`config.mk`:
```
export PLATFORM = sky130hd
export DESIGN_NAME = bsap_ctrl
export DESIGN_NICKNAME = d
export VERILOG_FILES = /design/src/rtl/core/bsap_pkg.sv /design/src/rtl/core/bsap_ctrl.sv
export SDC_FILE = /design/constraint.sdc
export NUM_CORES = 1
export LEC_CHECK = 0
export BUFFER_PORTS_ARGS = -buffer_cell sky130_fd_sc_hd__buf_2
export CAP_MARGIN = 20
export CORE_AREA = 2 2 39 41
export CTS_BUF_LIST = sky130_fd_sc_hd__clkbuf_8
export DETAILED_ROUTE_END_ITERATION = 10
export DIE_AREA = 0 0 41 43
export SKIP_CTS_REPAIR_TIMING = 1
export SYNTH_ARGS = -nofsm -noshare
export SYNTH_HDL_FRONTEND = slang
export SYNTH_SLANG_ARGS = --single-unit
```
`constraint.sdc`:
```
create_clock -name clk_i -period 1.3 [get_ports clk_i]
set_clock_uncertainty 0.15 [all_clocks]
set_input_delay 0.065 -clock clk_i [delete_from_list [all_inputs] [get_ports clk_i]]
set_output_delay 0.065 -clock clk_i [all_outputs]
set_load 0.005 [all_outputs]
```
`src/rtl/core/bsap_pkg.sv`:
```
`timescale 1ns / 1ps
`default_nettype none
// ----------------------------------------------------------------------------
// Battery sample average package
// Shared widths, register codes, reset values, curve table and the
// controller/datapath command and status types.
// ----------------------------------------------------------------------------
package bsap_pkg;

  localparam int unsigned ADC_CODE_W   = 14;
  localparam int unsigned MV_W         = 16;
  localparam int unsigned GAIN_W       = 18;
  localparam int unsigned SUM_W        = 24;
  localparam int unsigned PCT_W        = 7;
  localparam int unsigned COUNT_OUT_W  = 8;
  localparam int unsigned CFG_IDX_W    = 3;
  localparam int unsigned CFG_DATA_W   = 18;

  localparam int unsigned DIVD_W       = SUM_W + 1;
  localparam int unsigned DIV_CNT_W    = $clog2(DIVD_W);

  localparam int unsigned SLOPE_PROD_W = 32;
  localparam int unsigned SLOPE_SHIFT  = 5;
  localparam int unsigned SCAN_W       = SLOPE_PROD_W + SLOPE_SHIFT;
  localparam int unsigned CURVE_SCALE  = 125;

  localparam int unsigned CURVE_N      = 50;
  localparam int unsigned CURVE_W      = 19;
  localparam int unsigned CURVE_IDX_W  = $clog2(CURVE_N);
  localparam int unsigned HITS_W       = $clog2(CURVE_N + 1);

  localparam logic [PCT_W-1:0] PCT_MID  = 7'd50;
  localparam logic [PCT_W-1:0] PCT_FULL = 7'd100;

  localparam logic [GAIN_W-1:0] RST_MV_PER_CODE = 18'd7201;
  localparam logic [MV_W-1:0]   RST_ABSENT_THR  = 16'd4500;
  localparam logic [MV_W-1:0]   RST_VALID_MIN   = 16'd2500;
  localparam logic [MV_W-1:0]   RST_VALID_MAX   = 16'd4300;
  localparam logic [MV_W-1:0]   RST_FIT_SLOPE   = 16'd2560;
  localparam logic [MV_W-1:0]   RST_FIT_MID     = 16'd3700;

  // Q16 logistic arguments at which the rounded percent steps up by one.
  localparam logic [CURVE_W-1:0] CURVE_Q16 [CURVE_N] = '{
    19'd1311,   19'd3933,   19'd6559,   19'd9190,   19'd11828,
    19'd14477,  19'd17136,  19'd19810,  19'd22501,  19'd25210,
    19'd27941,  19'd30696,  19'd33477,  19'd36289,  19'd39134,
    19'd42015,  19'd44935,  19'd47899,  19'd50911,  19'd53975,
    19'd57096,  19'd60280,  19'd63531,  19'd66856,  19'd70262,
    19'd73758,  19'd77351,  19'd81052,  19'd84872,  19'd88823,
    19'd92920,  19'd97179,  19'd101620, 19'd106266, 19'd111143,
    19'd116285, 19'd121730, 19'd127527, 19'd133736, 19'd140435,
    19'd147722, 19'd155731, 19'd164646, 19'd174729, 19'd186375,
    19'd200216, 19'd217368, 19'd240095, 19'd274241, 19'd346902
  };

  typedef enum logic [CFG_IDX_W-1:0] {
    REG_MV_PER_CODE = 3'd0,
    REG_ABSENT_THR  = 3'd1,
    REG_VALID_MIN   = 3'd2,
    REG_VALID_MAX   = 3'd3,
    REG_FIT_SLOPE   = 3'd4,
    REG_FIT_MID     = 3'd5
  } cfg_reg_e;

  typedef struct packed {
    logic [GAIN_W-1:0] mv_per_code_q16;
    logic [MV_W-1:0]   absent_threshold_mv;
    logic [MV_W-1:0]   valid_min_mv;
    logic [MV_W-1:0]   valid_max_mv;
    logic [MV_W-1:0]   fit_slope_q8;
    logic [MV_W-1:0]   fit_mid_mv;
  } cfg_t;

  typedef struct packed {
    logic [ADC_CODE_W-1:0] adc_code;
    logic                  last_sample;
  } in_item_t;

  typedef struct packed {
    logic [MV_W-1:0]        voltage_mv;
    logic                   battery_absent;
    logic                   no_valid_samples;
    logic [PCT_W-1:0]       charge_percent;
    logic [COUNT_OUT_W-1:0] valid_count;
  } out_item_t;

  typedef enum logic [2:0] {
    ST_IDLE,
    ST_ACC,
    ST_DIV_LOAD,
    ST_DIV,
    ST_DIFF,
    ST_MUL,
    ST_SCAN,
    ST_DONE
  } ctrl_state_e;

  typedef struct packed {
    logic capture;
    logic accumulate;
    logic div_load;
    logic div_step;
    logic diff;
    logic mul;
    logic scan_step;
    logic load_out;
  } ctrl_cmd_t;

  typedef struct packed {
    logic last;
    logic div_done;
    logic scan_done;
  } ctrl_status_t;

endpackage
`default_nettype wire

```
`src/rtl/core/bsap_ctrl.sv`:
```
`timescale 1ns / 1ps
`default_nettype none
// ----------------------------------------------------------------------------
// Battery sample average controller
// Sequences sample capture, accumulation, the end-of-run divide, the
// curve scan and the result register.
// ----------------------------------------------------------------------------
module bsap_ctrl (
  input  wire logic            clk_i,
  input  wire logic            rst_ni,
  input  wire logic            in_valid_i,
  input  wire logic            out_ready_i,
  input  bsap_pkg::ctrl_status_t status_i,
  output logic                 in_ready_o,
  output logic                 out_valid_o,
  output bsap_pkg::ctrl_cmd_t  cmd_o
);

  bsap_pkg::ctrl_state_e state_q, state_d;
  logic                  out_valid_q, out_valid_d;
  logic                  out_free;

  assign in_ready_o = (state_q == bsap_pkg::ST_IDLE);
  assign out_free   = !out_valid_q || out_ready_i;

  always_comb begin
    state_d = state_q;
    cmd_o   = '0;
    case (state_q)
      bsap_pkg::ST_IDLE: begin
        if (in_valid_i) begin
          cmd_o.capture = 1'b1;
          state_d       = bsap_pkg::ST_ACC;
        end
      end
      bsap_pkg::ST_ACC: begin
        cmd_o.accumulate = 1'b1;
        state_d = status_i.last ? bsap_pkg::ST_DIV_LOAD : bsap_pkg::ST_IDLE;
      end
      bsap_pkg::ST_DIV_LOAD: begin
        cmd_o.div_load = 1'b1;
        state_d        = bsap_pkg::ST_DIV;
      end
      bsap_pkg::ST_DIV: begin
        cmd_o.div_step = 1'b1;
        if (status_i.div_done) begin
          state_d = bsap_pkg::ST_DIFF;
        end
      end
      bsap_pkg::ST_DIFF: begin
        cmd_o.diff = 1'b1;
        state_d    = bsap_pkg::ST_MUL;
      end
      bsap_pkg::ST_MUL: begin
        cmd_o.mul = 1'b1;
        state_d   = bsap_pkg::ST_SCAN;
      end
      bsap_pkg::ST_SCAN: begin
        cmd_o.scan_step = 1'b1;
        if (status_i.scan_done) begin
          state_d = bsap_pkg::ST_DONE;
        end
      end
      bsap_pkg::ST_DONE: begin
        if (out_free) begin
          cmd_o.load_out = 1'b1;
          state_d        = bsap_pkg::ST_IDLE;
        end
      end
      default: state_d = bsap_pkg::ST_IDLE;
    endcase
  end

  assign out_valid_d = cmd_o.load_out || (out_valid_q && !out_ready_i);

  always_ff @(posedge clk_i or negedge rst_ni) begin
    if (!rst_ni) begin
      state_q     <= bsap_pkg::ST_IDLE;
      out_valid_q <= 1'b0;
    end else begin
      state_q     <= state_d;
      out_valid_q <= out_valid_d;
    end
  end

  assign out_valid_o = out_valid_q;

`ifndef SYNTH
  a_load_needs_room: assert property (@(posedge clk_i) disable iff (!rst_ni)
    cmd_o.load_out |-> (!out_valid_q || out_ready_i))
    else $error("Result loaded while the previous one was still pending.");

  a_capture_then_acc: assert property (@(posedge clk_i) disable iff (!rst_ni)
    cmd_o.capture |=> (state_q == bsap_pkg::ST_ACC))
    else $error("Captured sample was not accumulated next cycle.");
`endif

endmodule
`default_nettype wire

```
==> flow_summary_export.csv, run 1 <==
group,metric,value,unit
timing,finalHoldViolations,0,
place,gp_congestion,0.7159,
die,die_area,0.001763,mm^2
synthesis,synth_area_per_cell,9.267,um^2
timing,rsz0062_at_grt,"yes",
die,initial_core_util,0.2143,
synthesis,syn-instance-count,32,
place,dp_hpwl,495.2,um
setup_path,reg2reg_depth,5,
timing,setup_slack,-0.1098,ns
cells_and_area,multi_input_area,188.9,um^2
route,drc,0,
synthesis,synth_top_cell_by_area,"dfrtp_1",
cells_and_area,area_growth,85.23,%
cells_and_area,fin_nets,69,
route,first_iter_violations,1,
synthesis,synth_cell_types,19,
setup_path,reg2reg_to,"state_q[1]",
cells_and_area,diodes,0,
setup_path,startpoint_type,"flop",
clock_network,cts_max_level,1,
cells_and_area,drive_gt1_frac,0.6667,
timing,period_share,1.084,
die,core_area,0.001384,mm^2
route,post_drt_wl_per_cell,9.776,um
timing,slew_headroom,0.8791,
clock_network,clockRootBuffer,"clkbuf_8",
place,dp_slack,0.05025,ns
setup_path,cp-startpoint,"state_q[0]",
cells_and_area,final_cells,76,
synthesis,synthesis.nets,39,
die,die_w,41,um
setup_path,r2r-start,"state_q[2]",
min_path,hold_class,"primary input to flop",
route,vias,318,
clock_network,clkLatencyLatePin,0.22,ns
clock_network,cts_max_path_buffers,2,
place,dp_cells,66,
pwr,power.internal,0.8955,mW
timing,fin_crit,1.410,ns
route,drt-pass1-iter-count,3,
synthesis,netlist_area,296.5,um^2
timing,max_clock_freq,0.7093,GHz
clock_network,cts_sinks,4,
global_route,grt_pass1_wl,1.104,mm
timing,fin_hold_ws,0.007696,ns
route,wl,743,um
cells_and_area,final_core_utilization,0.3969,
clock_network,tritoncts,"done",
outcome,outcome,"finished, violations left",
die,die_height,43,um
synthesis,ys_ff_latch,4,
place,placement.io_buffers,16,
timing,worstMarginPinSlew,0.1806,ns
pwr,power_density,2493,mW/mm^2
timing,setup_violations,7,
pwr,p_switching,0.4738,mW
setup_path,r2r_slack,0.06,ns
global_route,overflow,0,
global_route,grt_max_degree,10,
synthesis,synth.top_cell.area_share,0.3376,
clock_network,numCtsBuffers,3,
min_path,holdPathEnd,"out_valid_o",
die,io_pins,17,
pwr,clkPwrFrac,0.192,
setup_path,arrival,1.19,ns
cells_and_area,nFillCells,142,
place,place_area,411.6,um^2
synthesis,synth_seq_area_share,0.3376,
global_route,grt_pass1_vias,271,
pwr,seqPwrFrac,0.204,
setup_path,critPathMaxFanout,5,
pwr,power,1.369,mW
cells_and_area,regArea,102.6,um^2
min_path,min-delay-start,"out_ready_i",
synthesis,ys_top_cells_by_area,"dfrtp_1 34%, buf_4 7.6%, nor3b_1 7.6%",
setup_path,end_kind,"output port",
route,antenna_left,0,
min_path,whs_path_depth,3,
die,rows,14,
pwr,p_sw_frac,0.3460,
cells_and_area,final_cell_area,549.3,um^2
clock_network,clkTransAtPathRegs,0.03,ns
pwr,p_leak,0.2814,nW
timing,slew_viol_final,0,
setup_path,worst_ep_required_time,1.09,ns
run,cap_viol_max_count,0,
setup_path,criticalPathCategory,"flop to output port",
outcome,violations,"setup timing",
timing,tns,-0.2876,ns
route,viasPerCell,4.184,
global_route,grtUsageTotal,0.09889,
global_route,antenna_found_initial,0,
pwr,ir_worst_vdd,0.9890,mV
pwr,power_frac_comb,0.604,
synthesis,yosysWarnings,0,
==> critical path: stages (launching register included) <==
cell and delay, ns:
dfrtp_2 0.43, buf_4 0.15, and2_1 0.15, nor2b_1 0.13, buf_2 0.12
==> how the worst max path moves through the flow <==
stage / cells past startpoint / end
after global routing: 4 / cmd_o[7]
after global placement: 3 / state_q[0]
after floorplan: 4 / state_q[2]
after CTS: 4 / cmd_o[7]
final: 4 / cmd_o[4]
after detailed placement: 3 / state_q[0]
==> power groups by stage <==
| stage | clock network [mW] | registers [mW] | logic, mW |
|---|---|---|---|
| floorplan | 0 | 0.218 | 0.446 |
| global placement | 0 | 0.269 | 0.610 |
| detailed placement | 0 | 0.275 | 0.608 |
| CTS | 0.274 | 0.275 | 0.612 |
| global route | 0.274 | 0.294 | 0.914 |
| finish | 0.263 | 0.279 | 0.827 |
==> per-layer routing <==
metal / wire length (um) / share of wire / track usage / up-vias
li1: - / - / - / 163
met1: 348 / 0.47 / 0.1340 / 145
met2: 346 / 0.47 / 0.1125 / 10
met3: 47 / 0.063 / 0.03141 / 0
met4: 0 / 0 / 0.1000 / 0
met5: 0 / 0 / 0 / -
==> flip-flops by register name, summed over array words and instances (netlist names) <==
signal,flops
state_q,3
out_valid_o,1
==> logic make-up after synthesis <==
kind of cell / after synthesis / share of synthesized area
AND/OR/NAND/NOR: 18 / 0.4177
AO/OA/AOI/OAI: 6 / 0.1561
flip-flops: 4 / 0.3376
buffers and inverters: 4 / 0.08859
==> area by class of cell <==
class,instances,share of cell area
tap,16,0.03645
sequential,4,0.1868
multi-input combinational,24,0.3440
timing repair buffer,28,0.3508
clock buffer,3,0.07517
inverter,1,0.006834
==> synthesized netlist by cell type (all sizes together) <==
| cell type | count |
|---|---|
| and3b | 2 |
| nand3 | 1 |
| a21oi | 3 |
| inv | 1 |
| a21o | 1 |
| nor3b | 3 |
| a211oi | 1 |
| o21a | 1 |
| nor2 | 4 |
| nand2b | 1 |
| and2 | 2 |
| buf | 3 |
| nor3 | 2 |
| nor2b | 3 |
| dfrtp | 4 |
==> cell usage in the layout (no fill, tap or decap), types with 2 or more instances in the layout <==
cell	count
a21oi_1	2
and2_1	2
buf_2	15
buf_4	7
buf_6	4
clkbuf_8	3
dfrtp_1	2
dfrtp_2	2
dlygate4sd3_1	2
nor2_1	3
nor2b_1	2
nor3b_2	2
(Power assumes the default switching activity.)
==> inputs of run 2 (changes only) <==
--- a/config.mk
+++ b/config.mk
@@ -11,6 +11,7 @@
 export CTS_BUF_LIST = sky130_fd_sc_hd__clkbuf_8
 export DETAILED_ROUTE_END_ITERATION = 10
 export DIE_AREA = 0 0 41 43
+export REMOVE_ABC_BUFFERS = 1
 export SKIP_CTS_REPAIR_TIMING = 1
 export SYNTH_ARGS = -nofsm -noshare
 export SYNTH_HDL_FRONTEND = slang
==> flow_summary_export.csv, run 2 (synthesis gave the netlist of run 1 again) <==
group,metric,value,unit
cells_and_area,fin_nets,70,
timing,worstMarginPinSlew,0.1487,ns
timing,max_clock_freq,0.7108,GHz
cells_and_area,layout_common_cells,"16 x buf_2, 10 x buf_4, 3 x nor2_1, 3 x clkbuf_8, 3 x dfrtp_2",
setup_path,critPathMaxFanout,5,
cells_and_area,multi_input_area,188.9,um^2
setup_path,reg2reg_depth,4,
timing,finalHoldViolations,1,
timing,fin_hold_ws,-0.01248,ns
cells_and_area,largest_reg_flops,3,
clock_network,tritoncts,"done",
global_route,grt_pass1_wl,1.159,mm
timing,slew_headroom,0.9001,
cells_and_area,final_cells,77,
cells_and_area,drive_gt1_frac,0.6885,
place,placement.io_buffers,16,
route,first_iter_violations,0,
clock_network,cts_max_path_buffers,2,
global_route,antenna_found_initial,0,
timing,rsz0062_at_grt,"yes",
setup_path,r2r_slack,0,ns
cells_and_area,diodes,0,
timing,setup_violations,8,
die,die_height,43,um
route,vias,324,
route,wl,722,um
die,die_area,0.001763,mm^2
setup_path,criticalPathCategory,"flop to output port",
run,cap_viol_max_count,0,
cells_and_area,area_growth,83.97,%
min_path,holdPathEnd,"state_q[2]",
global_route,overflow,0,
cells_and_area,final_common_cell,"buf_2",
die,die_w,41,um
setup_path,arrival,1.19,ns
timing,fin_crit,1.407,ns
setup_path,reg2reg_to,"state_q[0]",
timing,period_share,1.082,
clock_network,clkLatencyLatePin,0.21,ns
global_route,grt_max_degree,8,
route,post_drt_wl_per_cell,9.377,um
clock_network,numCtsBuffers,3,
global_route,grtUsageTotal,0.09677,
die,core_area,0.001384,mm^2
route,drt-pass1-iter-count,1,
die,io_pins,17,
place,gp_congestion,0.7397,
setup_path,worst_ep_required_time,1.09,ns
clock_network,clockRootBuffer,"clkbuf_8",
min_path,hold_class,"primary input to flop",
setup_path,startpoint_type,"flop",
setup_path,end_kind,"output port",
global_route,grt_pass1_vias,301,
timing,setup_slack,-0.1068,ns
cells_and_area,regArea,103.9,um^2
route,drc,0,
setup_path,r2r-start,"state_q[2]",
route,antenna_left,0,
min_path,whs_path_depth,3,
cells_and_area,regMostFlops,"state_q",
die,initial_core_util,0.2143,
outcome,violations,"hold timing, setup timing",
min_path,min-delay-start,"status_i[1]",
cells_and_area,final_core_utilization,0.3942,
pwr,ir_worst_vdd,0.8371,mV
clock_network,cts_sinks,4,
clock_network,cts_max_level,1,
route,viasPerCell,4.208,
pwr,power_density,2499,mW/mm^2
place,dp_hpwl,554,um
clock_network,clkTransAtPathRegs,0.03,ns
outcome,outcome,"finished, violations left",
pwr,p_leak,0.2839,nW
timing,slew_viol_final,0,
die,rows,14,
cells_and_area,nFillCells,153,
place,dp_cells,68,
run 2: area by class of cell:
| type | count | area share |
|---|---|---|
| multi-input combinational | 24 | 0.3463 |
| timing repair buffer | 29 | 0.3440 |
| sequential | 4 | 0.1904 |
| clock buffer | 3 | 0.07569 |
| tap | 16 | 0.03670 |
| inverter | 1 | 0.006881 |
run 2: worst max-delay path by stage:
| stage | from | end | slack (ns) | cells after the start |
|---|---|---|---|---|
| 5_1_grt | state_q[2] | cmd_o[7] | -0.14 | 4 |
| 3_5_place_dp | state_q[1] | state_q[0] | 0.06 | 3 |
| 3_3_place_gp | state_q[1] | state_q[0] | 0.05 | 3 |
| 6_report | state_q[2] | cmd_o[7] | -0.11 | 4 |
| 2_1_floorplan | state_q[2] | state_q[0] | 0.05 | 3 |
| 4_1_cts | state_q[0] | cmd_o[7] | -0.16 | 4 |
run 2: per-stage QoR:
| step | total power [mW] | cell area (um^2) | worst slack [ns] | TNS [ns] | hold WS, ns |
|---|---|---|---|---|---|
| finish | 1.364 | 545.5 | -0.1068 | -0.3862 | -0.01248 |
| detailed placement | 0.9203 | 426.7 | 0.05673 | 0 | -0.2764 |
| CTS | 1.188 | 467.9 | -0.1592 | -0.6526 | -0.5033 |
| global route | 1.475 | 545.5 | -0.1444 | -0.8915 | 0.01150 |
| global placement | 0.9102 | 426.7 | 0.05365 | 0 | -0.2745 |
| floorplan | 0.5935 | 274.0 | 0.05456 | 0 | -0.3806 |
run 2: power by group:
group	internal [mW]	switching, mW	total [mW]
sequential	0.197	0.0925	0.290
combinational	0.503	0.314	0.817
clock	0.197	0.0596	0.257
total	0.897	0.466	1.36
run 2: routing by layer:
layer | global-route usage | vias to the layer above | wire length, um
li1 | - | 167 | -
met3 | 0.06283 | 0 | 58
met2 | 0.1438 | 13 | 322
met4 | 0.02000 | 0 | 0
met1 | 0.1140 | 144 | 340
met5 | 0 | - | 0
run 2: critical path: stages, from the launching register on:
cell	delay, ns
dfrtp_2	0.43
buf_6	0.14
nor3_4	0.17
and2_1	0.14
buf_2	0.10
==> inputs of run 3 (changes only) <==
==> constraint.sdc (replaced) <==
create_clock -name clk_i -period 1.5 [get_ports clk_i]
set_clock_uncertainty 0.15 [all_clocks]
set_input_delay 0.075 -clock clk_i [delete_from_list [all_inputs] [get_ports clk_i]]
set_output_delay 0.075 -clock clk_i [all_outputs]
set_load 0.005 [all_outputs]
==> flow_summary_export.csv, run 3 (synthesis gave the netlist of run 1 again) <==
group,metric,value,unit
outcome,outcome,"finished, violations left",
outcome,violations,"hold timing",
timing,fin_hold_ws,-0.004640,ns
global_route,antenna_found_initial,0,
setup_path,arrival,1.20,ns
place,dp_cells,62,
global_route,grt_pass1_vias,233,
clock_network,clkTransAtPathRegs,0.03,ns
timing,slew_viol_final,0,
route,viasPerCell,4.227,
route,drt-pass1-iter-count,1,
cells_and_area,drive_gt1_frac,0.5800,
clock_network,cts_max_level,1,
clock_network,cts_max_path_buffers,2,
setup_path,reg2reg_depth,3,
timing,fin_crit,1.426,ns
timing,finalHoldViolations,1,
cells_and_area,final_common_cell,"buf_2",
run,cap_viol_max_count,0,
cells_and_area,diodes,0,
timing,rsz0062_at_grt,"no",
die,core_area,0.001384,mm^2
place,gp_congestion,0.7457,
setup_path,critPathMaxFanout,7,
die,die_area,0.001763,mm^2
pwr,p_leak,0.2216,nW
global_route,overflow,0,
min_path,whs_path_depth,3,
place,dp_slack,0.1722,ns
die,die_height,43,um
cells_and_area,regMostFlops,"state_q",
global_route,grtUsageTotal,0.08141,
timing,max_clock_freq,0.7011,GHz
route,drc,0,
timing,setup_slack,0.07377,ns
timing,slew_headroom,0.8158,
global_route,grt_max_degree,12,
die,initial_core_util,0.2143,
setup_path,criticalPathCategory,"flop to output port",
timing,setup_violations,0,
timing,period_share,0.9508,
clock_network,tritoncts,"done",
global_route,grt_pass1_wl,917,um
place,dp_hpwl,501.5,um
die,rows,14,
min_path,hold_class,"primary input to flop",
cells_and_area,area_growth,47.26,%
die,io_pins,17,
clock_network,cts_sinks,4,
timing,worstMarginPinSlew,0.2757,ns
setup_path,worst_ep_required_time,1.27,ns
cells_and_area,final_core_utilization,0.3156,
cells_and_area,final_cells,66,
route,vias,279,
die,die_w,41,um
cells_and_area,largest_reg_flops,3,
pwr,ir_worst_vdd,0.5926,mV
cells_and_area,fin_nets,59,
cells_and_area,nFillCells,152,
place,placement.io_buffers,16,
route,first_iter_violations,0,
pwr,power_density,2099,mW/mm^2
timing,tns,0,ns
route,antenna_left,0,
route,wl,660,um
clock_network,numCtsBuffers,3,
clock_network,clockRootBuffer,"clkbuf_8",
route,post_drt_wl_per_cell,10.00,um
setup_path,end_kind,"output port",
setup_path,startpoint_type,"flop",
clock_network,clkLatencyLatePin,0.21,ns
## run 3: critical path, stage by stage (launching register included)
cell	delay (ns)
dfrtp_2	0.45
buf_4	0.18
nor3_2	0.11
and2_1	0.14
buf_2	0.10
## run 3: final timing paths
check                                 start  slack (ns)    endpoint
worst max-delay path             state_q[2]        0.07    cmd_o[7]
worst min-delay path            status_i[1]      -0.005  state_q[2]
worst max register to register   state_q[0]        0.27  state_q[0]
worst min register to register   state_q[0]        0.43  state_q[0]
max in group asynchronous            rst_ni        1.00  state_q[0]
min in group asynchronous            rst_ni        0.06  state_q[2]
## run 3: metrics by stage
stage | area, um^2 | power (mW) | hold slack, ns
floorplan | 274.0 | 0.5143 | -0.3706
global placement | 381.6 | 0.6771 | -0.2660
detailed placement | 381.6 | 0.6914 | -0.2623
CTS | 422.9 | 0.9239 | -0.4910
global route | 436.7 | 1.003 | 0.01705
finish | 436.7 | 0.9166 | -0.004640
## run 3: layer usage
metal	up-vias	wire, um	GRT usage
met3	0	69	0.06283
met4	0	0	0.02000
met2	17	282	0.1094
met1	117	308	0.1000
met5	-	0	0
li1	145	-	-
## run 3: report_power, final
part / switching [mW] / internal, mW / total, mW
clock: 0.0527 / 0.171 / 0.224
combinational: 0.175 / 0.235 / 0.410
sequential: 0.112 / 0.171 / 0.283
## run 3: cell type report
type / instances / area, um^2 / share of cell area
tap: 16 / 20.02 / 0.04585
clock buffer: 3 / 41.29 / 0.09456
inverter: 1 / 3.754 / 0.008596
sequential: 4 / 103.9 / 0.2378
timing repair buffer: 18 / 97.59 / 0.2235
multi-input combinational: 24 / 170.2 / 0.3897
